**config.mk**
```make
export PLATFORM = sky130hd
export DESIGN_NAME = i2c_master_register_transfer_top
export DESIGN_NICKNAME = d
export VERILOG_FILES = /design/src/rtl/i2cm_pkg.sv /design/src/rtl/i2cm_front.sv /design/src/rtl/i2cm_queue.sv /design/src/rtl/i2cm_back.sv /design/src/rtl/i2c_master_register_transfer_top.sv
export SDC_FILE = /design/constraint.sdc
export NUM_CORES = 1
export LEC_CHECK = 0
export ABC_AREA = 1
export BUFFER_PORTS_ARGS = -buffer_cell sky130_fd_sc_hd__buf_4
export CAP_MARGIN = 20
export CORE_UTILIZATION = 48
export CTS_CLUSTER_DIAMETER = 50
export DETAILED_ROUTE_END_ITERATION = 6
export GPL_TIMING_DRIVEN = 0
export PLACE_DENSITY = 0.67
export SLEW_MARGIN = 20
export SYNTH_ARGS = -nofsm -noshare
export SYNTH_HDL_FRONTEND = slang
export SYNTH_HIERARCHICAL = 1
export SYNTH_SLANG_ARGS = --single-unit
export TNS_END_PERCENT = 1
```
**constraint.sdc**
```tcl
create_clock -name i_clk -period 4.5 [get_ports i_clk]
set_clock_uncertainty 0.1 [all_clocks]
set_input_delay 0 -clock i_clk [delete_from_list [all_inputs] [get_ports i_clk]]
set_output_delay 0 -clock i_clk [all_outputs]
set_load 0.03 [all_outputs]
```
**src/rtl/i2cm_pkg.sv**
```systemverilog
// Shared types and constants for the I2C register transfer master.
// No dependencies; imported by every module of the block.
package i2cm_pkg;

    // Write buffer depth and derived widths
    localparam int MaxBytes = 16;
    localparam int PtrW     = $clog2(MaxBytes);
    localparam int LpW      = PtrW + 1;
    localparam int IdxW     = 5;

    // Queue between front and back (power of two depth)
    localparam int QDepth = 2;
    localparam int QPtrW  = $clog2(QDepth);

    // Opcodes of the input beat
    localparam logic [1:0] OpTick   = 2'd0;
    localparam logic [1:0] OpLaunch = 2'd1;
    localparam logic [1:0] OpLoad   = 2'd2;

    localparam logic [1:0]  SubLenTwo     = 2'd2;
    localparam logic [4:0]  CountMax      = 5'(MaxBytes);
    localparam logic [15:0] PhaseTicksRst = 16'd2;
    localparam logic        AddrReadBit   = 1'b1;

    typedef struct packed {
        logic [1:0]  opcode;
        logic        sda_in;
        logic [6:0]  target_addr;
        logic [15:0] reg_addr;
        logic [1:0]  reg_addr_len;
        logic        is_read;
        logic [4:0]  byte_count;
        logic [7:0]  data_byte;
    } t_in_item;

    typedef struct packed {
        logic       scl_level;
        logic       sda_level;
        logic       sda_drive;
        logic       busy_res;
        logic       read_valid;
        logic [7:0] read_data;
        logic       done_res;
        logic       status;
    } t_out_item;

    typedef enum logic [1:0] {
        CMD_TICK,
        CMD_LAUNCH,
        CMD_LOAD
    } t_cmd_kind;

    // Classified command held in the queue
    typedef struct packed {
        t_cmd_kind   kind;
        logic        sda;
        logic [6:0]  addr;
        logic [15:0] reg_addr;
        logic        two_byte;
        logic        is_read;
        logic [4:0]  count;
        logic [7:0]  data;
    } t_cmd;

    typedef struct packed {
        logic full;
        logic nonempty;
    } t_q_stat;

    typedef enum logic [3:0] {
        ST_IDLE,
        ST_START,
        ST_WLO,
        ST_WHI,
        ST_ALO,
        ST_AHI,
        ST_RLO,
        ST_RHI,
        ST_MLO,
        ST_MHI,
        ST_PA,
        ST_PB,
        ST_PC
    } t_seq_state;

endpackage

```
**src/rtl/i2cm_front.sv**
```systemverilog
// Front end: accepts input beats, decodes opcodes and normalises launch fields.
// Depends on i2cm_pkg; feeds i2cm_queue.
module i2cm_front (
    input  logic              i_in_valid,
    output logic              o_in_stall,
    input  i2cm_pkg::t_in_item i_in_data,
    input  i2cm_pkg::t_q_stat  i_q_stat,
    output logic              o_push,
    output i2cm_pkg::t_cmd     o_cmd
);
    import i2cm_pkg::*;

    // Handshake: hold off only while the queue is full
    assign o_in_stall = i_q_stat.full;
    assign o_push     = i_in_valid && !i_q_stat.full;

    // Classify the beat; opcode three counts as a tick
    always_comb begin
        unique case (i_in_data.opcode)
            OpLaunch: o_cmd.kind = CMD_LAUNCH;
            OpLoad:   o_cmd.kind = CMD_LOAD;
            default:  o_cmd.kind = CMD_TICK;
        endcase
        o_cmd.sda      = i_in_data.sda_in;
        o_cmd.addr     = i_in_data.target_addr;
        o_cmd.reg_addr = i_in_data.reg_addr;
        o_cmd.two_byte = (i_in_data.reg_addr_len == SubLenTwo);
        o_cmd.is_read  = i_in_data.is_read;
        o_cmd.count    = (i_in_data.byte_count > CountMax) ? CountMax
                                                           : i_in_data.byte_count;
        o_cmd.data     = i_in_data.data_byte;
    end

endmodule

```
**src/rtl/i2cm_queue.sv**
```systemverilog
// Short command queue decoupling the front end from the sequencer.
// Depends on i2cm_pkg.
module i2cm_queue (
    input  logic              i_clk,
    input  logic              i_rst_n,
    input  logic              i_push,
    input  i2cm_pkg::t_cmd     i_cmd,
    input  logic              i_pop,
    output i2cm_pkg::t_cmd     o_cmd,
    output i2cm_pkg::t_q_stat  o_stat
);
    import i2cm_pkg::*;

    t_cmd             r_mem [QDepth];
    logic [QPtrW-1:0] r_wr_ptr;
    logic [QPtrW-1:0] r_rd_ptr;
    logic [QPtrW:0]   r_count;

    // Storage
    always_ff @(posedge i_clk) begin
        if (i_push) begin
            r_mem[r_wr_ptr] <= i_cmd;
        end
    end

    // Pointers and fill level
    always_ff @(posedge i_clk) begin
        if (!i_rst_n) begin
            r_wr_ptr <= '0;
            r_rd_ptr <= '0;
            r_count  <= '0;
        end else begin
            if (i_push) begin
                r_wr_ptr <= r_wr_ptr + 1'b1;
            end
            if (i_pop) begin
                r_rd_ptr <= r_rd_ptr + 1'b1;
            end
            if (i_push && !i_pop) begin
                r_count <= r_count + 1'b1;
            end else if (i_pop && !i_push) begin
                r_count <= r_count - 1'b1;
            end
        end
    end

    assign o_cmd           = r_mem[r_rd_ptr];
    assign o_stat.full     = (r_count == (QPtrW + 1)'(QDepth));
    assign o_stat.nonempty = (r_count != '0);

endmodule

```
**src/rtl/i2cm_back.sv**
```systemverilog
// Back end: pin sequencer, write buffer and result register.
// Depends on i2cm_pkg; pops commands from i2cm_queue.
module i2cm_back (
    input  logic               i_clk,
    input  logic               i_rst_n,
    input  logic [15:0]        i_phase_ticks,
    input  i2cm_pkg::t_q_stat   i_q_stat,
    input  i2cm_pkg::t_cmd      i_cmd,
    output logic               o_pop,
    output logic               o_out_valid,
    input  logic               i_out_stall,
    output i2cm_pkg::t_out_item o_out_data
);
    import i2cm_pkg::*;

    t_seq_state      r_state,     n_state;
    logic [2:0]      r_bit_idx,   n_bit_idx;
    logic [IdxW-1:0] r_byte_idx,  n_byte_idx;
    logic [7:0]      r_shift,     n_shift;
    logic [15:0]     r_phase_cnt, n_phase_cnt;
    logic [LpW-1:0]  r_load_ptr,  n_load_ptr;
    logic [6:0]      r_addr,      n_addr;
    logic [15:0]     r_reg,       n_reg;
    logic            r_two,       n_two;
    logic            r_read,      n_read;
    logic [4:0]      r_count,     n_count;
    logic            r_seg2,      n_seg2;
    logic            r_nack,      n_nack;
    logic [7:0]      r_wbuf [MaxBytes];
    logic            r_out_valid;
    t_out_item       r_out,       n_out;

    logic            w_step;
    logic            w_wr_en;
    logic [15:0]     w_len;
    logic            w_phase_end;
    logic [1:0]      w_sub_len;
    logic [IdxW-1:0] w_k;
    logic [IdxW-1:0] w_d;
    logic [5:0]      w_total;
    logic            w_more;
    logic [7:0]      w_seg1;
    logic [7:0]      w_rx;
    logic            w_rvalid;
    logic            w_done;
    logic            w_stat;

    // One command per cycle whenever the result register is free
    assign w_step = i_q_stat.nonempty && (!r_out_valid || !i_out_stall);
    assign o_pop  = w_step;

    // Phase timing; zero ticks per phase behaves as one
    assign w_len       = (i_phase_ticks == '0) ? 16'd1 : i_phase_ticks;
    assign w_phase_end = ({1'b0, r_phase_cnt} + 17'd1) >= {1'b0, w_len};

    // Next byte of the first segment: address, sub-address, buffered data
    always_comb begin
        w_sub_len = r_two ? 2'd2 : 2'd1;
        w_k       = r_byte_idx + 1'b1;
        w_d       = r_byte_idx - IdxW'(w_sub_len);
        w_total   = 6'd1 + 6'(w_sub_len) + (r_read ? 6'd0 : 6'(r_count));
        w_more    = {1'b0, w_k} < w_total;
        priority if (w_k <= IdxW'(w_sub_len)) begin
            w_seg1 = (r_two && w_k == IdxW'(1)) ? r_reg[15:8] : r_reg[7:0];
        end else if (w_d < IdxW'(MaxBytes)) begin
            w_seg1 = r_wbuf[w_d[PtrW-1:0]];
        end else begin
            w_seg1 = 8'h00;
        end
        w_rx = {r_shift[6:0], i_cmd.sda};
    end

    // Next-state logic
    always_comb begin
        n_state     = r_state;
        n_bit_idx   = r_bit_idx;
        n_byte_idx  = r_byte_idx;
        n_shift     = r_shift;
        n_phase_cnt = r_phase_cnt;
        n_load_ptr  = r_load_ptr;
        n_addr      = r_addr;
        n_reg       = r_reg;
        n_two       = r_two;
        n_read      = r_read;
        n_count     = r_count;
        n_seg2      = r_seg2;
        n_nack      = r_nack;
        w_wr_en     = 1'b0;
        w_rvalid    = 1'b0;
        w_done      = 1'b0;
        w_stat      = 1'b0;
        if (w_step) begin
            unique case (i_cmd.kind)
                CMD_LAUNCH: begin
                    if (r_state == ST_IDLE) begin
                        n_addr      = i_cmd.addr;
                        n_reg       = i_cmd.reg_addr;
                        n_two       = i_cmd.two_byte;
                        n_read      = i_cmd.is_read;
                        n_count     = i_cmd.count;
                        n_seg2      = 1'b0;
                        n_nack      = 1'b0;
                        n_load_ptr  = '0;
                        n_byte_idx  = '0;
                        n_bit_idx   = '0;
                        n_shift     = '0;
                        n_phase_cnt = '0;
                        n_state     = ST_START;
                    end
                end
                CMD_LOAD: begin
                    if (r_state == ST_IDLE && r_load_ptr < LpW'(MaxBytes)) begin
                        w_wr_en    = 1'b1;
                        n_load_ptr = r_load_ptr + 1'b1;
                    end
                end
                default: begin
                    if (r_state != ST_IDLE && !w_phase_end) begin
                        n_phase_cnt = r_phase_cnt + 16'd1;
                    end else if (r_state != ST_IDLE) begin
                        n_phase_cnt = '0;
                        unique case (r_state)
                            ST_START: begin
                                n_byte_idx = '0;
                                n_bit_idx  = '0;
                                n_state    = ST_WLO;
                                n_shift    = r_seg2 ? {r_addr, AddrReadBit}
                                                    : {r_addr, 1'b0};
                            end
                            ST_WLO: n_state = ST_WHI;
                            ST_WHI: begin
                                if (r_bit_idx == 3'd7) begin
                                    n_state = ST_ALO;
                                end else begin
                                    n_bit_idx = r_bit_idx + 3'd1;
                                    n_shift   = {r_shift[6:0], 1'b0};
                                    n_state   = ST_WLO;
                                end
                            end
                            ST_ALO: n_state = ST_AHI;
                            ST_AHI: begin
                                // target ACK slot: low means acknowledged
                                priority if (i_cmd.sda) begin
                                    n_nack  = 1'b1;
                                    n_state = ST_PA;
                                end else if (r_seg2) begin
                                    if (r_count == '0) begin
                                        n_state = ST_PA;
                                    end else begin
                                        n_byte_idx = '0;
                                        n_bit_idx  = '0;
                                        n_shift    = '0;
                                        n_state    = ST_RLO;
                                    end
                                end else begin
                                    n_byte_idx = w_k;
                                    if (w_more) begin
                                        n_shift   = w_seg1;
                                        n_bit_idx = '0;
                                        n_state   = ST_WLO;
                                    end else begin
                                        n_state = ST_PA;
                                    end
                                end
                            end
                            ST_RLO: n_state = ST_RHI;
                            ST_RHI: begin
                                n_shift = w_rx;
                                if (r_bit_idx == 3'd7) begin
                                    w_rvalid = 1'b1;
                                    n_state  = ST_MLO;
                                end else begin
                                    n_bit_idx = r_bit_idx + 3'd1;
                                    n_state   = ST_RLO;
                                end
                            end
                            ST_MLO: n_state = ST_MHI;
                            ST_MHI: begin
                                n_byte_idx = w_k;
                                if (w_k < r_count) begin
                                    n_bit_idx = '0;
                                    n_shift   = '0;
                                    n_state   = ST_RLO;
                                end else begin
                                    n_state = ST_PA;
                                end
                            end
                            ST_PA: n_state = ST_PB;
                            ST_PB: n_state = ST_PC;
                            ST_PC: begin
                                // a read without a NACK restarts for its second segment
                                if (r_read && !r_seg2 && !r_nack) begin
                                    n_seg2  = 1'b1;
                                    n_state = ST_START;
                                end else begin
                                    w_done  = 1'b1;
                                    w_stat  = r_nack;
                                    n_seg2  = 1'b0;
                                    n_nack  = 1'b0;
                                    n_state = ST_IDLE;
                                end
                            end
                            default: n_state = r_state;
                        endcase
                    end
                end
            endcase
        end
    end

    // Pin levels for the phase in force after this step
    always_comb begin
        n_out            = '0;
        n_out.scl_level  = 1'b1;
        n_out.sda_level  = 1'b1;
        n_out.sda_drive  = 1'b1;
        n_out.busy_res   = (n_state != ST_IDLE);
        n_out.read_valid = w_rvalid;
        n_out.read_data  = w_rvalid ? w_rx : 8'h00;
        n_out.done_res   = w_done;
        n_out.status     = w_stat;
        unique case (n_state)
            ST_START: n_out.sda_level = 1'b0;
            ST_WLO: begin
                n_out.scl_level = 1'b0;
                n_out.sda_level = n_shift[7];
            end
            ST_WHI:  n_out.sda_level = n_shift[7];
            ST_ALO, ST_RLO: begin
                n_out.scl_level = 1'b0;
                n_out.sda_drive = 1'b0;
            end
            ST_AHI, ST_RHI: n_out.sda_drive = 1'b0;
            ST_MLO, ST_MHI: begin
                // NACK on the last byte, ACK otherwise
                n_out.scl_level = (n_state == ST_MHI);
                n_out.sda_level = ({1'b0, n_byte_idx} + 6'd1) >= {1'b0, n_count};
            end
            ST_PA: begin
                n_out.scl_level = 1'b0;
                n_out.sda_level = 1'b0;
            end
            ST_PB:  n_out.sda_level = 1'b0;
            default: n_out.busy_res = (n_state != ST_IDLE);
        endcase
    end

    // Write buffer, loaded only while idle
    always_ff @(posedge i_clk) begin
        if (w_wr_en) begin
            r_wbuf[r_load_ptr[PtrW-1:0]] <= i_cmd.data;
        end
    end

    // Sequencer state
    always_ff @(posedge i_clk) begin
        if (!i_rst_n) begin
            r_state     <= ST_IDLE;
            r_bit_idx   <= '0;
            r_byte_idx  <= '0;
            r_shift     <= '0;
            r_phase_cnt <= '0;
            r_load_ptr  <= '0;
            r_addr      <= '0;
            r_reg       <= '0;
            r_two       <= 1'b0;
            r_read      <= 1'b0;
            r_count     <= '0;
            r_seg2      <= 1'b0;
            r_nack      <= 1'b0;
        end else begin
            r_state     <= n_state;
            r_bit_idx   <= n_bit_idx;
            r_byte_idx  <= n_byte_idx;
            r_shift     <= n_shift;
            r_phase_cnt <= n_phase_cnt;
            r_load_ptr  <= n_load_ptr;
            r_addr      <= n_addr;
            r_reg       <= n_reg;
            r_two       <= n_two;
            r_read      <= n_read;
            r_count     <= n_count;
            r_seg2      <= n_seg2;
            r_nack      <= n_nack;
        end
    end

    // Result register
    always_ff @(posedge i_clk) begin
        if (w_step) begin
            r_out <= n_out;
        end
    end

    always_ff @(posedge i_clk) begin
        if (!i_rst_n) begin
            r_out_valid <= 1'b0;
        end else if (w_step) begin
            r_out_valid <= 1'b1;
        end else if (!i_out_stall) begin
            r_out_valid <= 1'b0;
        end
    end

    assign o_out_valid = r_out_valid;
    assign o_out_data  = r_out;

endmodule

```
**src/rtl/i2c_master_register_transfer_top.sv**
```systemverilog
// A taken input beat is stored in the queue, and its result then in the result
// register, from which it leaves as a result beat.
// Throughput: one beat per cycle while neither side stalls; the two-entry queue
// lets input and output stall independently.
// Reset (synchronous, active low): idle, queue and result register empty,
// phase_ticks back to 2; no clearing pass is needed.
// Top level of the I2C register transfer master; depends on i2cm_pkg,
// i2cm_front, i2cm_queue and i2cm_back.
module i2c_master_register_transfer_top (
    input  logic               i_clk,
    input  logic               i_rst_n,
    input  logic               i_in_valid,
    output logic               o_in_stall,
    input  i2cm_pkg::t_in_item  i_in_data,
    output logic               o_out_valid,
    input  logic               i_out_stall,
    output i2cm_pkg::t_out_item o_out_data,
    input  logic               i_cfg_valid,
    output logic               o_cfg_ready,
    input  logic [15:0]        i_cfg_data
);
    import i2cm_pkg::*;

    logic [15:0] r_phase_ticks;
    logic        w_push;
    logic        w_pop;
    t_cmd        w_front_cmd;
    t_cmd        w_q_cmd;
    t_q_stat     w_q_stat;

    // Configuration register, always ready
    assign o_cfg_ready = 1'b1;

    always_ff @(posedge i_clk) begin
        if (!i_rst_n) begin
            r_phase_ticks <= PhaseTicksRst;
        end else begin
            if (i_cfg_valid && o_cfg_ready) begin
                r_phase_ticks <= i_cfg_data;
            end
        end
    end

    i2cm_front u_front (
        .i_in_valid (i_in_valid),
        .o_in_stall (o_in_stall),
        .i_in_data  (i_in_data),
        .i_q_stat   (w_q_stat),
        .o_push     (w_push),
        .o_cmd      (w_front_cmd)
    );

    i2cm_queue u_queue (
        .i_clk   (i_clk),
        .i_rst_n (i_rst_n),
        .i_push  (w_push),
        .i_cmd   (w_front_cmd),
        .i_pop   (w_pop),
        .o_cmd   (w_q_cmd),
        .o_stat  (w_q_stat)
    );

    i2cm_back u_back (
        .i_clk         (i_clk),
        .i_rst_n       (i_rst_n),
        .i_phase_ticks (r_phase_ticks),
        .i_q_stat      (w_q_stat),
        .i_cmd         (w_q_cmd),
        .o_pop         (w_pop),
        .o_out_valid   (o_out_valid),
        .i_out_stall   (i_out_stall),
        .o_out_data    (o_out_data)
    );

endmodule

```
Yosys cells after proc, flatten, opt, wreduce, memory -nomap -nowiden

Memory sizes are Yosys's and may differ from the RTL's. A register that Yosys moved wholly into a read port is not among the register bits.
Index checks and enable logic that the tools add are counted.

$add $sub $neg: 13
$mul: 0
Div/mod/pow operators: 0
$lt $le $gt $ge: 8
Equal/unequal tests: 43
Shift-type cells: 0
Mux-type cells: 100
Bitwise operators: 3
Reduce and logical (&&, ||, !) cells: 48

Operator list:

| kind                                                             | count |
|---|---|
| 8-bit 2-to-1 mux                                                 | 13 |
| 5-bit 2-to-1 mux                                                 | 14 |
| 16-bit 2-to-1 mux                                                | 4 |
| 4-bit case mux with 12 select lines                              | 1 |
| 4-bit 2-to-1 mux                                                 | 10 |
| 8-bit case mux with 5 select lines                               | 1 |
| 4-bit == test (second input constant)                            | 9 |
| 4-bit by 3-bit == test with 1-bit output (second input constant) | 8 |
| 16-bit case mux with 2 select lines                              | 1 |
| 1-bit 2-to-1 mux                                                 | 30 |
| 3-bit 2-to-1 mux                                                 | 10 |
| 11-bit AND reduction                                             | 2 |
| 5-bit case mux with 2 select lines                               | 2 |
| 16-bit by 1-bit adder with 17-bit output (second input constant) | 1 |
| 17-bit by 16-bit >= comparator with 1-bit output                 | 1 |
| 16-bit by 1-bit adder with 16-bit output (second input constant) | 1 |
| 4-bit by 2-bit == test with 1-bit output (second input constant) | 4 |
| 16-bit zero test                                                 | 1 |
| 8-bit case mux with 2 select lines                               | 1 |
| 5-bit case mux with 3 select lines                               | 1 |
| 3-bit inequality test (second input constant)                    | 4 |
| 3-bit case mux with 4 select lines                               | 1 |
| 5-bit by 1-bit adder with 5-bit output (second input constant)   | 2 |
| 5-bit < comparator (second input constant)                       | 2 |
| 49 further kinds                                                 | 91 |

Bits in registers: 109
Latch bits: 0
RAM bits: 210
Memory bits (read-only): 0
Input port bits: 63
Memories kept: 2

Memories:

| memory        | words | bits a word | read ports | clocked after memory_dff | write ports | RTL line         | source |
|---|---|---|---|---|---|---|---|
| u_back.r_wbuf | 16    | 8           | 1          | 0                        | 1           | i2cm_back.sv:29  | `logic [7:0] r_wbuf [MaxBytes];` |
| u_queue.r_mem | 2     | 41          | 1          | 1                        | 1           | i2cm_queue.sv:14 | `t_cmd r_mem [QDepth];` |

Logic depth before layout (Yosys ltp)

Gate-level depths: netlist (run 1).

Depth in word-level cells: 15
Depth in mapped cells: 35

Hierarchy

The synthesis (run 1) kept the hierarchy.

By module, submodules not included:

| module                           | times used | cells each | area each (sq um) | seq. area each (sq um) |
|---|---|---|---|---|
| i2cm_back                        | 1          | 1305       | 11334.6           | 5775.5 |
| i2cm_queue                       | 1          | 163        | 3393.3            | 2562.5 |
| i2c_master_register_transfer_top | 1          | 102        | 683.2             | 320.3 |
| i2cm_front                       | 1          | 54         | 332.8             | 0.0 |

Least setup slack after synthesis (run 1)

No wires, ideal clock.

Path kind: register -> register
From: reg u_back.r_phase_cnt[0]
To: reg u_back.r_out (netlist bit u_back/o_out_data[13]), data pin
Library setup time: 0.254 ns
Arrival time: 3.987 ns
Path slack: 0.158 ns
Stages on the path, launching flop included: 34
Buffers on the path: 0
Period minus slack after synthesis: 4.342 ns
Path through: dfxtp_1 ha_1 nand3_2 inv_2 nand2_1 nor3b_1 nand2_1 xor2_1 inv_1 ha_1 nand2_1 inv_1 nand2_1 nor2_1 a21oi_1 nand2_1 nand2_1 nand3_4 nand2_4 nand2_4 nand3_2 inv_2 o21ai_1 o21ai_2 ha_1 ha_1 a21boi_0 o21a_1 o21ai_0 nand2_1 a21oi_1 nand2_1 nand2_1 nand2_1

RTL lines:

| what                     | RTL line         | source |
|---|---|---|
| start: declaration       | i2cm_back.sv:20  | `logic [15:0] r_phase_cnt, n_phase_cnt;` |
| start signal: assignment | i2cm_back.sv:276 | `r_phase_cnt <= n_phase_cnt;` |
| end signal: assignment   | i2cm_back.sv:291 | `r_out <= n_out;` |
| end: declaration         | i2cm_back.sv:31  | `t_out_item r_out, n_out;` |

==> results of run 1 <==
[timing repair]
item | CTS | global route
pin swaps | 8 | 24
hold endpoints to repair | 122 | 0
buffers inserted | 8 | 7
hold buffers | 101 | 0
endpoints found under the setup margin | 1 | 1
gates resized for setup | 23 | 25
[cell usage after synthesis, types with 3 or more instances]
library cell and count:
nand2_1 355, edfxtp_1 225, nor2_1 184, inv_1 159, a21oi_1 109, dfxtp_1 95
o21ai_0 69, nand3_1 63, ha_1 48, mux2_4 40, buf_4 37, clkbuf_1 22
inv_2 15, xor2_1 15, buf_2 14, nand4_1 13, a22oi_1 12, o211ai_1 12
o22ai_1 10, nand2_2 9, nor2_2 8, nor3_1 8, buf_1 7, nor2_4 7
o21a_1 6, xnor2_1 6, a221oi_1 5, a32o_1 5, buf_6 5, nor4_1 5
buf_12 4, o31ai_1 4, a21oi_2 3, nand3_2 3, nand3b_1 3, o21ai_1 3
[cell families (layout without fill, tap and decap cells)]
group | Yosys count | count (layout)
AO/OA/AOI/OAI | 253 | 253
XOR/XNOR | 22 | 22
adder cells (fa/ha/maj) | 50 | 50
buffers and inverters | 267 | 501
flip-flops | 320 | 320
multiplexers | 41 | 41
other | 1 | 1
AND/OR/NAND/NOR | 670 | 670
[final cells by class]
class,instances,area share [%]
timing repair buffer,164,7.94
multi-input combinational,1037,31.3
inverter,177,3.48
sequential,320,45.0
clock buffer,47,5.22
buffer,90,3.11
tap,435,2.83
clock inverter,23,1.03
[layer usage]
layer  vias up  wire length, um
li1       5856                -
met1      5665            17100
met2       404            17600
met3        62             2490
met4         0              682
met5         -                0
[power by group]
group | internal (uW) | total, uW | switching, uW | leakage, uW
registers | 3680 | 3860 | 179 | 0.00284
clock network | 1680 | 2910 | 1230 | 0.000583
logic | 1710 | 4850 | 3140 | 0.00434
total | 7060 | 11600 | 4550 | 0.00776
[worst max-delay path: cells and delay by family, from the launching register on]
family | cells | cell delay (ns)
and+or+nand+nor | 17 | 1.57
adders and majority gates | 4 | 0.91
xor gates and xnor gates | 1 | 0.28
AOI/OAI and AO/OA | 6 | 0.74
DFF | 1 | 0.37
buffers and inverters | 2 | 0.13
[worst max path at each step]
stage / startpoint / to / slack [ns] / cells after the start
6_report: u_back/r_phase_cnt[0]$_SDFFE_PN0P_ / u_back/o_out_data[13]$_DFFE_PP_ / 0.14 / 30
5_1_grt: u_back/r_phase_cnt[0]$_SDFFE_PN0P_ / u_back/o_out_data[13]$_DFFE_PP_ / -0.18 / 32
4_1_cts: u_back/r_phase_cnt[2]$_SDFFE_PN0P_ / u_back/o_out_data[13]$_DFFE_PP_ / 0.006 / 31
3_5_place_dp: u_back/r_phase_cnt[0]$_SDFFE_PN0P_ / u_back/o_out_data[13]$_DFFE_PP_ / -0.59 / 32
3_3_place_gp: u_back/r_phase_cnt[0]$_SDFFE_PN0P_ / u_back/o_out_data[13]$_DFFE_PP_ / -0.55 / 29
2_1_floorplan: u_back/r_phase_cnt[0]$_SDFFE_PN0P_ / u_back/o_out_data[13]$_DFFE_PP_ / 0.16 / 33
[through the flow]
stage	worst slack, ns	util, %	total power, uW
floorplan	0.158	-	7180
global placement	-0.548	52.2	8390
detailed placement	-0.592	52.3	8480
CTS	0.00618	59.9	11500
finish	0.137	60.3	11600
global route	-0.183	60.3	12300
==> run_results.csv, run 1 <==
group,metric,value,unit
run_status,status,"complete, no violations",
pwr,powerDensity,604,nW/um^2
sta,final_max_slew_viol_count,0,
final_layout,area_delta_synth_final,22.2,%
flow_run,maxCapViolCount,0,
global_routing,track_usage,23.0,%
final_layout,ff_latch_area,8660,sq um
pwr,p_leak,0.00776,uW
final_layout,multiInputGateArea,6030,sq um
min_path,whs_path_depth,2,
drt,via_per_inst,5.23,
floorplanning,die-area,33500,sq um
final_layout,largest_register_ffs,128,
drt,drtAntennaViolNets,0,
yosys,synth_edf_count,225,
floorplanning,die_h,183,um
sta,maxSlewHeadroom,29.7,%
yosys,synthSimpleGateAreaFrac,18.1,%
placed_design,place.gp.congestion,0.919,
clock_network,clk_latency,0.54,ns
min_path,hold_end,"u_queue/r_mem[0][29]$_DFFE_PP_",
drt,drt_iter0_markers,824,
yosys,synth-xor-area-share,1.34,%
clock_network,cts_tree,"done",
sta,rsz0062_at_grt,"yes",
final_layout,drive_gt1_share,17.0,%
clock_network,cts_buffer_depth,3,
worst_setup_path,worstPathRequired,4.66,ns
global_routing,grt_max_degree,35,
worst_setup_path,reg2regPathDepth,30,
yosys,yosysWarnings,6,
final_layout,final_cell_count_no_fill,2293,
worst_setup_path,crit_type,"flip-flop to flip-flop",
yosys,ys_ff_latch,320,
placed_design,dp.cells,2107,
placed_design,io_buffer_count,46,
sta,clock.fmax,229,MHz
yosys,synth_top_area_cell,"edfxtp_1",
global_routing,met3_usage,3.42,%
yosys,synth-adder-area-share,4.07,%
yosys,synthCells,1624,
yosys,synth_top_cell_area_share,42.9,%
min_path,hp-start,"i_in_data[30]",
worst_setup_path,max_stage_delay,0.37,ns
worst_setup_path,worstSetupEndpointType,"flip-flop",
final_layout,layout.nets,1941,
sta,hold_viol,0,
global_routing,grtUsageMet2,37.7,%
worst_setup_path,critPathMaxFanout,5,
floorplanning,io_pins,81,
worst_setup_path,critPathSlowestCell,"dfxtp_4",
floorplanning,initial_core_util,49.4,%
worst_setup_path,r2r-start,"u_back/r_phase_cnt[0]$_SDFFE_PN0P_",
floorplanning,core,31900,sq um
sta,fin_crit,4.36,ns
yosys,syn_nets,1737,
worst_setup_path,critPathLaunchType,"flip-flop",
final_layout,diodes,0,
worst_setup_path,cp.arrival,4.52,ns
global_routing,grt_antenna_before_repair,0,
final_layout,final_common_cell,"nand2_1",
yosys,syn-cell-area,15700,sq um
sta,max_slew.worst_pin.slew,1.05,ns
yosys,synth_top_family_by_area,"simple AND/OR/NAND/NOR gates",
drt,drc,0,
yosys,yosysSeqAreaShare,55.0,%
sta,setup_viol,0,
clock_network,clkTransAtPathRegs,0.06,ns
drt,first_pass_iters,5,
yosys,muxShareOfSynthArea,3.89,%
clock_network,htreeDepth,2,
global_routing,grt_pass1_vias,11455,
yosys,async_reset_ff_share,0,%
drt,wire_per_inst,16.5,um
placed_design,hpwl,25.7,mm
yosys,avgSynthCellArea,9.69,sq um
worst_setup_path,r2r_slack,0.14,ns
final_layout,final_area,19200,sq um
worst_setup_path,reg2reg_to,"u_back/o_out_data[13]$_DFFE_PP_",
yosys,synth_area_leaders,"edfxtp_1, dfxtp_1, nand2_1",
clock_network,clock_sinks,320,
global_routing,grt_pass1_wl,59.9,mm
clock_network,cts_buffers,38,
global_routing,top_usage_layer,"met2",
final_layout,layout_common_cells,"nand2_1, edfxtp_1, nor2_1, inv_1, a21oi_1",
sta,hold_ws,0.0935,ns
final_layout,layout.filler_cells,2609,
global_routing,grt-ovfl-total,0,
yosys,synth_compound_area_share,9.52,%
sta,fin_crit_sh,97.0,%
pwr,vdd_drop_max,0.494,mV
min_path,min_path_type,"input pin to flip-flop",
yosys,synth_cell_types,64,
drt,routed_wl,37.9,mm
floorplanning,die_w,183,um
placed_design,dpl_cell_area,16700,sq um
global_routing,met1_usage,31.9,%
drt,vias,11987,
sta,setup_tns,0,ns
yosys,ys.flop_type,"edfxtp_1",
floorplanning,rows,65,
clock_network,cts-root-buf,"clkbuf_16",
No activity file was read; power rests on OpenSTA's default activity.
==> run 2, diff against run 1 <==
Settings changed: CORE_MARGIN set to 4.
==> run_results.csv, run 2 (synthesis results as in run 1) <==
group,metric,value,unit
run_status,status,"complete, no violations",
clock_network,cts_buffer_depth,3,
floorplanning,io_pins,81,
min_path,min_path_type,"input pin to flip-flop",
clock_network,clkTransAtPathRegs,0.06,ns
drt,wire_per_inst,17.0,um
worst_setup_path,reg2regPathDepth,31,
clock_network,cts_tree,"done",
pwr,p_comb_share,42.6,%
sta,rsz0062_at_grt,"yes",
final_layout,diodes,0,
clock_network,cts_buffers,37,
floorplanning,die_w,189,um
global_routing,grt_max_degree,30,
drt,first_pass_iters,6,
final_layout,largest_register_ffs,128,
drt,vias,11880,
worst_setup_path,worstSetupEndpointType,"flip-flop",
min_path,whs_path_depth,2,
drt,routed_wl,38.9,mm
sta,final_max_slew_viol_count,0,
final_layout,final_area,19100,sq um
floorplanning,rows,66,
pwr,swShare,39.3,%
floorplanning,die-area,35800,sq um
worst_setup_path,crit_type,"flip-flop to flip-flop",
pwr,p_int,7080,uW
worst_setup_path,critPathSlowestCell,"dfxtp_2",
worst_setup_path,cp-startpoint,"u_back/r_phase_cnt[1]$_SDFFE_PN0P_",
global_routing,track_usage,21.3,%
worst_setup_path,r2r_slack,0.07,ns
worst_setup_path,cp.arrival,4.61,ns
drt,drt_iter0_markers,1061,
worst_setup_path,max_stage_delay,0.36,ns
pwr,seq_power_share,33.0,%
worst_setup_path,reg2reg_to,"u_back/o_out_data[13]$_DFFE_PP_",
floorplanning,core,32500,sq um
sta,setup_tns,0,ns
worst_setup_path,worstPathRequired,4.68,ns
worst_setup_path,endpoint,"u_back/o_out_data[13]$_DFFE_PP_",
final_layout,layout.nets,1930,
global_routing,grt_pass1_vias,11533,
clock_network,clk_latency,0.53,ns
final_layout,drive_gt1_share,17.0,%
pwr,clockPowerShare,24.4,%
pwr,powerDensity,611,nW/um^2
worst_setup_path,critPathMaxFanout,5,
worst_setup_path,r2r-start,"u_back/r_phase_cnt[1]$_SDFFE_PN0P_",
drt,drtAntennaViolNets,0,
worst_setup_path,critPathLaunchType,"flip-flop",
pwr,p_switching,4580,uW
sta,fin_crit,4.43,ns
sta,hold_viol,0,
clock_network,clock_sinks,320,
global_routing,grt_antenna_before_repair,1,
global_routing,grt_pass1_wl,61.0,mm
sta,clock.fmax,226,MHz
floorplanning,initial_core_util,48.5,%
sta,setup_viol,0,
final_layout,final_common_cell,"nand2_1",
pwr,vdd_drop_max,0.339,mV
pwr,p_leak,0.00767,uW
drt,via_per_inst,5.19,
sta,maxSlewHeadroom,30.5,%
placed_design,hpwl,26.8,mm
drt,drc,0,
final_layout,layout.filler_cells,2658,
final_layout,area_delta_synth_final,21.4,%
sta,max_slew.worst_pin.slew,1.03,ns
sta,hold_ws,0.107,ns
placed_design,place.gp.congestion,0.901,
clock_network,htreeDepth,2,
placed_design,dpl_cell_area,16700,sq um
placed_design,io_buffer_count,46,
final_layout,layout_common_cells,"nand2_1, edfxtp_1, nor2_1, inv_1, a21oi_1",
sta,fin_crit_sh,98.4,%
floorplanning,die_h,189,um
flow_run,maxCapViolCount,0,
clock_network,cts-root-buf,"clkbuf_16",
global_routing,grt-ovfl-total,0,
run 2: cell types whose count changed in the layout (fill, tap and decap cells not counted), sizes merged:
cell         before  now
dlygate4sd3     101   91
clkinv           16   13
inv             181  178
clkbuf           70   72
buf             130  131
run 2: final cells by class:
type,instances,area [sq um],share of cell area [%]
Buffer,89,594,3.11
Clock buffer,50,1010,5.26
Clock inverter,17,159,0.832
Inverter,177,667,3.49
Multi-Input combinational cell,1037,6020,31.5
Sequential cell,320,8660,45.3
Tap cell,442,553,2.89
Timing Repair Buffer,155,1440,7.54
run 2: worst max-delay path, delay by kind of cell, from the launching register on:
family	cells	cell delay [ns]
DFF	1	0.36
and+or+nand+nor	17	1.54
adders and majority gates	4	0.91
AOI/OAI and AO/OA	6	0.74
buffers and inverters	3	0.33
xor gates and xnor gates	1	0.17
run 2: worst min path at each step:
stage	endpoint	slack [ns]	startpoint
finish	u_queue/r_mem[0][22]$_DFFE_PP_	0.11	i_in_data[23]
global route	u_queue/r_mem[1][22]$_DFFE_PP_	0.10	i_in_data[23]
CTS	u_queue/r_mem[0][3]$_DFFE_PP_	0.08	i_in_data[3]
detailed placement	u_queue/r_mem[1][17]$_DFFE_PP_	0.09	i_in_data[18]
global placement	u_queue/r_mem[1][2]$_DFFE_PP_	0.08	i_in_data[2]
floorplan	u_queue/r_wr_ptr$_SDFFE_PN0P_	0.02	i_rst_n
run 2: routing by layer:
metal  wire [um]  vias to the layer above  track usage [%]
li1            -                     5820                -
met1       16900                     5631             28.9
met2       18600                      363             35.9
met3        2530                       64             3.80
met4         820                        2             4.88
met5           7                        -                0
run 2: what timing repair did:
action / CTS / global route
gates cloned: 0 / 0
hold endpoints to repair: 119 / 0
hold buffers: 91 / 0
setup buffers: 6 / 9
pin swaps: 9 / 24
setup endpoints to repair: 1 / 1
gates resized for setup: 20 / 25
run 2: power by group through the flow:
stage / clock (uW) / combinational [uW] / sequential, uW
2_1_floorplan: 0 / 3190 / 3990
3_3_place_gp: 0 / 4490 / 3920
3_5_place_dp: 0 / 4640 / 3910
4_1_cts: 2890 / 4800 / 3860
5_1_grt: 3010 / 5470 / 3890
6_report: 2840 / 4970 / 3860
run 2: per-stage QoR:
step           power [uW]  setup WS [ns]  std cells  utilization, %
2_1_floorplan        7180          0.158       1624               -
3_3_place_gp         8400         -0.521       2112            51.3
3_5_place_dp         8550         -0.607       2115            51.5
4_1_cts             11600        0.00149       2279            58.3
5_1_grt             12400         -0.223       2287            58.9
6_report            11700         0.0698       2287            58.9
==> run 3, diff against run 2 <==
Settings changed: PLACE_DENSITY 0.67 to 0.68, SYNTH_HIERARCHICAL 1 to unset.
==> run_results.csv, run 3 <==
group,metric,value,unit
run_status,status,"complete, but fails checks",
run_status,violations,"setup timing",
worst_setup_path,worstPathRequired,4.66,ns
placed_design,place.gp.congestion,0.958,
yosys,avgSynthCellArea,9.86,sq um
final_layout,diodes,0,
drt,routed_wl,39.1,mm
drt,dr_wl_met2,18.6,mm
floorplanning,die_w,185,um
final_layout,layout.filler_cells,2552,
drt,wire_per_inst,18.2,um
yosys,yosysWarnings,0,
global_routing,grt-ovfl-total,0,
pwr,p_comb_share,47.1,%
final_layout,layout_common_cells,"nand2_1, edfxtp_1, a21oi_1, inv_1, o21ai_0",
worst_setup_path,cp.arrival,4.84,ns
yosys,synth_area_leaders,"edfxtp_1, dfxtp_1, nand2_1",
pwr,p_int,7480,uW
final_layout,final_common_cell,"nand2_1",
final_layout,largest_register_ffs,128,
yosys,yosysSeqAreaShare,57.9,%
global_routing,grt_max_degree,27,
min_path,hold_end,"r_phase_ticks[8]$_SDFFE_PN0P_",
clock_network,cts_buffers,37,
worst_setup_path,worstSetupEndpointType,"flip-flop",
sta,fin_crit,4.68,ns
drt,drt_iter0_markers,1004,
drt,via_per_inst,5.46,
clock_network,htreeDepth,2,
yosys,synth_edf_count,225,
floorplanning,rows,64,
sta,max_slew.worst_pin.slew,0.924,ns
clock_network,cts-root-buf,"clkbuf_16",
worst_setup_path,max_stage_delay,0.36,ns
worst_setup_path,r2r-start,"u_back.r_phase_cnt[1]$_SDFFE_PN0P_",
drt,drc,0,
drt,route.met3.wl,2.40,mm
worst_setup_path,critPathTopFamily,"simple AND/OR/NAND/NOR gates",
worst_setup_path,critPathLaunchType,"flip-flop",
sta,clock.fmax,214,MHz
yosys,async_reset_ff_share,0,%
min_path,whs_path_depth,5,
drt,top_layer,"met4",
pwr,swShare,42.1,%
sta,final_max_slew_viol_count,0,
sta,rsz0062_at_grt,"yes",
clock_network,cts_buffer_depth,3,
sta,fin_ws,-0.176,ns
clock_network,clkTransAtPathRegs,0.06,ns
drt,vias,11714,
sta,fin_crit_sh,104,%
global_routing,grt_antenna_before_repair,0,
global_routing,grt_pass1_vias,11621,
worst_setup_path,crit_path_frequent_cell,"nand2_1",
min_path,min_path_type,"input pin to flip-flop",
flow_run,maxCapViolCount,0,
floorplanning,die-area,34000,sq um
placed_design,pre_cts_slack,-0.631,ns
drt,wl_met1,17.1,mm
pwr,p_leak,0.00730,uW
yosys,synth_common_cells,"nand2_1, edfxtp_1, a21oi_1",
yosys,syn_nets,1628,
sta,maxSlewHeadroom,38.2,%
placed_design,hpwl,27.1,mm
pwr,powerDensity,704,nW/um^2
pwr,clockPowerShare,23.4,%
clock_network,cts_tree,"done",
yosys,syn-cell-area,15000,sq um
sta,setup_viol,1,
clock_network,clock_sinks,320,
placed_design,dpl_cell_area,16100,sq um
floorplanning,io_pins,81,
final_layout,drive_gt1_share,15.7,%
yosys,synthCells,1516,
final_layout,final_area,18400,sq um
yosys,synth_most_common_cell,"nand2_1",
min_path,hp-start,"i_cfg_valid",
worst_setup_path,critical_path_buf_inv_count,1,
yosys,synth_top_area_cell,"edfxtp_1",
worst_setup_path,crit_type,"flip-flop to flip-flop",
worst_setup_path,reg2reg_to,"u_back.o_out_data[13]$_DFFE_PP_",
yosys,ys.flop_type,"edfxtp_1",
worst_setup_path,critPathSlowestCell,"ha_1",
floorplanning,die_h,185,um
floorplanning,core,30700,sq um
worst_setup_path,critPathMaxFanout,4,
final_layout,layout.nets,1834,
final_layout,area_delta_synth_final,22.8,%
yosys,synth_cell_types,67,
worst_setup_path,r2r_slack,-0.18,ns
worst_setup_path,reg2regPathDepth,30,
pwr,vdd_drop_max,0.357,mV
global_routing,track_usage,23.0,%
floorplanning,initial_core_util,48.8,%
pwr,seq_power_share,29.6,%
drt,first_pass_iters,5,
clock_network,clk_latency,0.52,ns
global_routing,grt_pass1_wl,62.3,mm
placed_design,io_buffer_count,79,
sta,hold_viol,0,
yosys,ys_ff_latch,320,
pwr,p_switching,5440,uW
yosys,synth_top_cell_area_share,45.2,%
drt,drtAntennaViolNets,0,
-- run 3: power groups by stage --
| stage | registers (uW) | logic, uW | clock network [uW] |
|---|---|---|---|
| floorplan | 3930 | 3760 | 0 |
| global placement | 3880 | 5530 | 0 |
| detailed placement | 3880 | 5660 | 0 |
| CTS | 3820 | 5830 | 3050 |
| global route | 3860 | 6690 | 3180 |
| finish | 3820 | 6080 | 3020 |
-- run 3: worst max path at each step --
| stage | start | endpoint | slack (ns) | depth (start not counted) |
|---|---|---|---|---|
| 6_report | u_back.r_phase_cnt[1]$_SDFFE_PN0P_ | u_back.o_out_data[13]$_DFFE_PP_ | -0.18 | 30 |
| 4_1_cts | u_back.r_phase_cnt[0]$_SDFFE_PN0P_ | u_back.o_out_data[13]$_DFFE_PP_ | -0.06 | 29 |
| 2_1_floorplan | u_back.r_phase_cnt[0]$_SDFFE_PN0P_ | u_back.o_out_data[13]$_DFFE_PP_ | 0.40 | 29 |
| 3_3_place_gp | u_back.r_phase_cnt[0]$_SDFFE_PN0P_ | u_back.o_out_data[13]$_DFFE_PP_ | -0.55 | 29 |
| 5_1_grt | u_back.r_phase_cnt[1]$_SDFFE_PN0P_ | u_back.o_out_data[13]$_DFFE_PP_ | -0.36 | 33 |
| 3_5_place_dp | u_back.r_phase_cnt[0]$_SDFFE_PN0P_ | u_back.o_out_data[13]$_DFFE_PP_ | -0.63 | 29 |
-- run 3: what timing repair did --
item	CTS	global route
pin swaps	8	26
hold buffers	69	0
setup endpoints to repair	84	1
gates resized for setup	19	31
setup buffers	6	13
endpoints found under the hold margin	101	0
-- run 3: final cells by class --
| type | count | area [sq um] | share of cell area, % |
|---|---|---|---|
| clock inverter | 13 | 164 | 0.893 |
| tap | 396 | 495 | 2.70 |
| buffer | 58 | 274 | 1.49 |
| timing repair buffer | 169 | 1480 | 8.05 |
| multi-input combinational | 972 | 5600 | 30.5 |
| sequential | 320 | 8670 | 47.2 |
| inverter | 164 | 623 | 3.39 |
| clock buffer | 54 | 1060 | 5.78 |
-- run 3: tightest hold or removal path: stages --
cell      delay, ns
buf_4          0.12
inv_1          0.05
clkbuf_1       0.19
o21ai_0        0.18
a21oi_1        0.05
-- run 3: logic make-up (layout without fill, tap and decap cells) --
logic type,after synthesis,in the layout,share of synthesized area [%]
AO/OA/AOI/OAI,372,372,14.3
other,1,1,0.0251
buffers and inverters,224,458,6.05
multiplexers,13,13,0.945
XOR/XNOR,24,24,1.63
adder cells (fa/ha/maj),49,49,4.15
flip-flops,320,320,57.9
AND/OR/NAND/NOR,513,513,15.0
-- run 3: stage by stage --
stage	instances	TNS (ns)	power (uW)	util, %	hold WS, ns
floorplan	1516	0	7690	-	-0.00113
global placement	1991	-0.546	9410	52.3	0.0866
detailed placement	1993	-5.29	9550	52.5	0.0877
CTS	2133	-0.0580	12700	59.1	0.0117
global route	2146	-0.363	13700	59.9	0.0751
finish	2146	-0.176	12900	59.9	0.0332
-- run 3: per-layer routing --
metal	global-route usage (%)	vias up
met5	0	-
met4	7.28	0
li1	-	5664
met3	3.18	79
met1	31.6	5567
met2	38.0	404
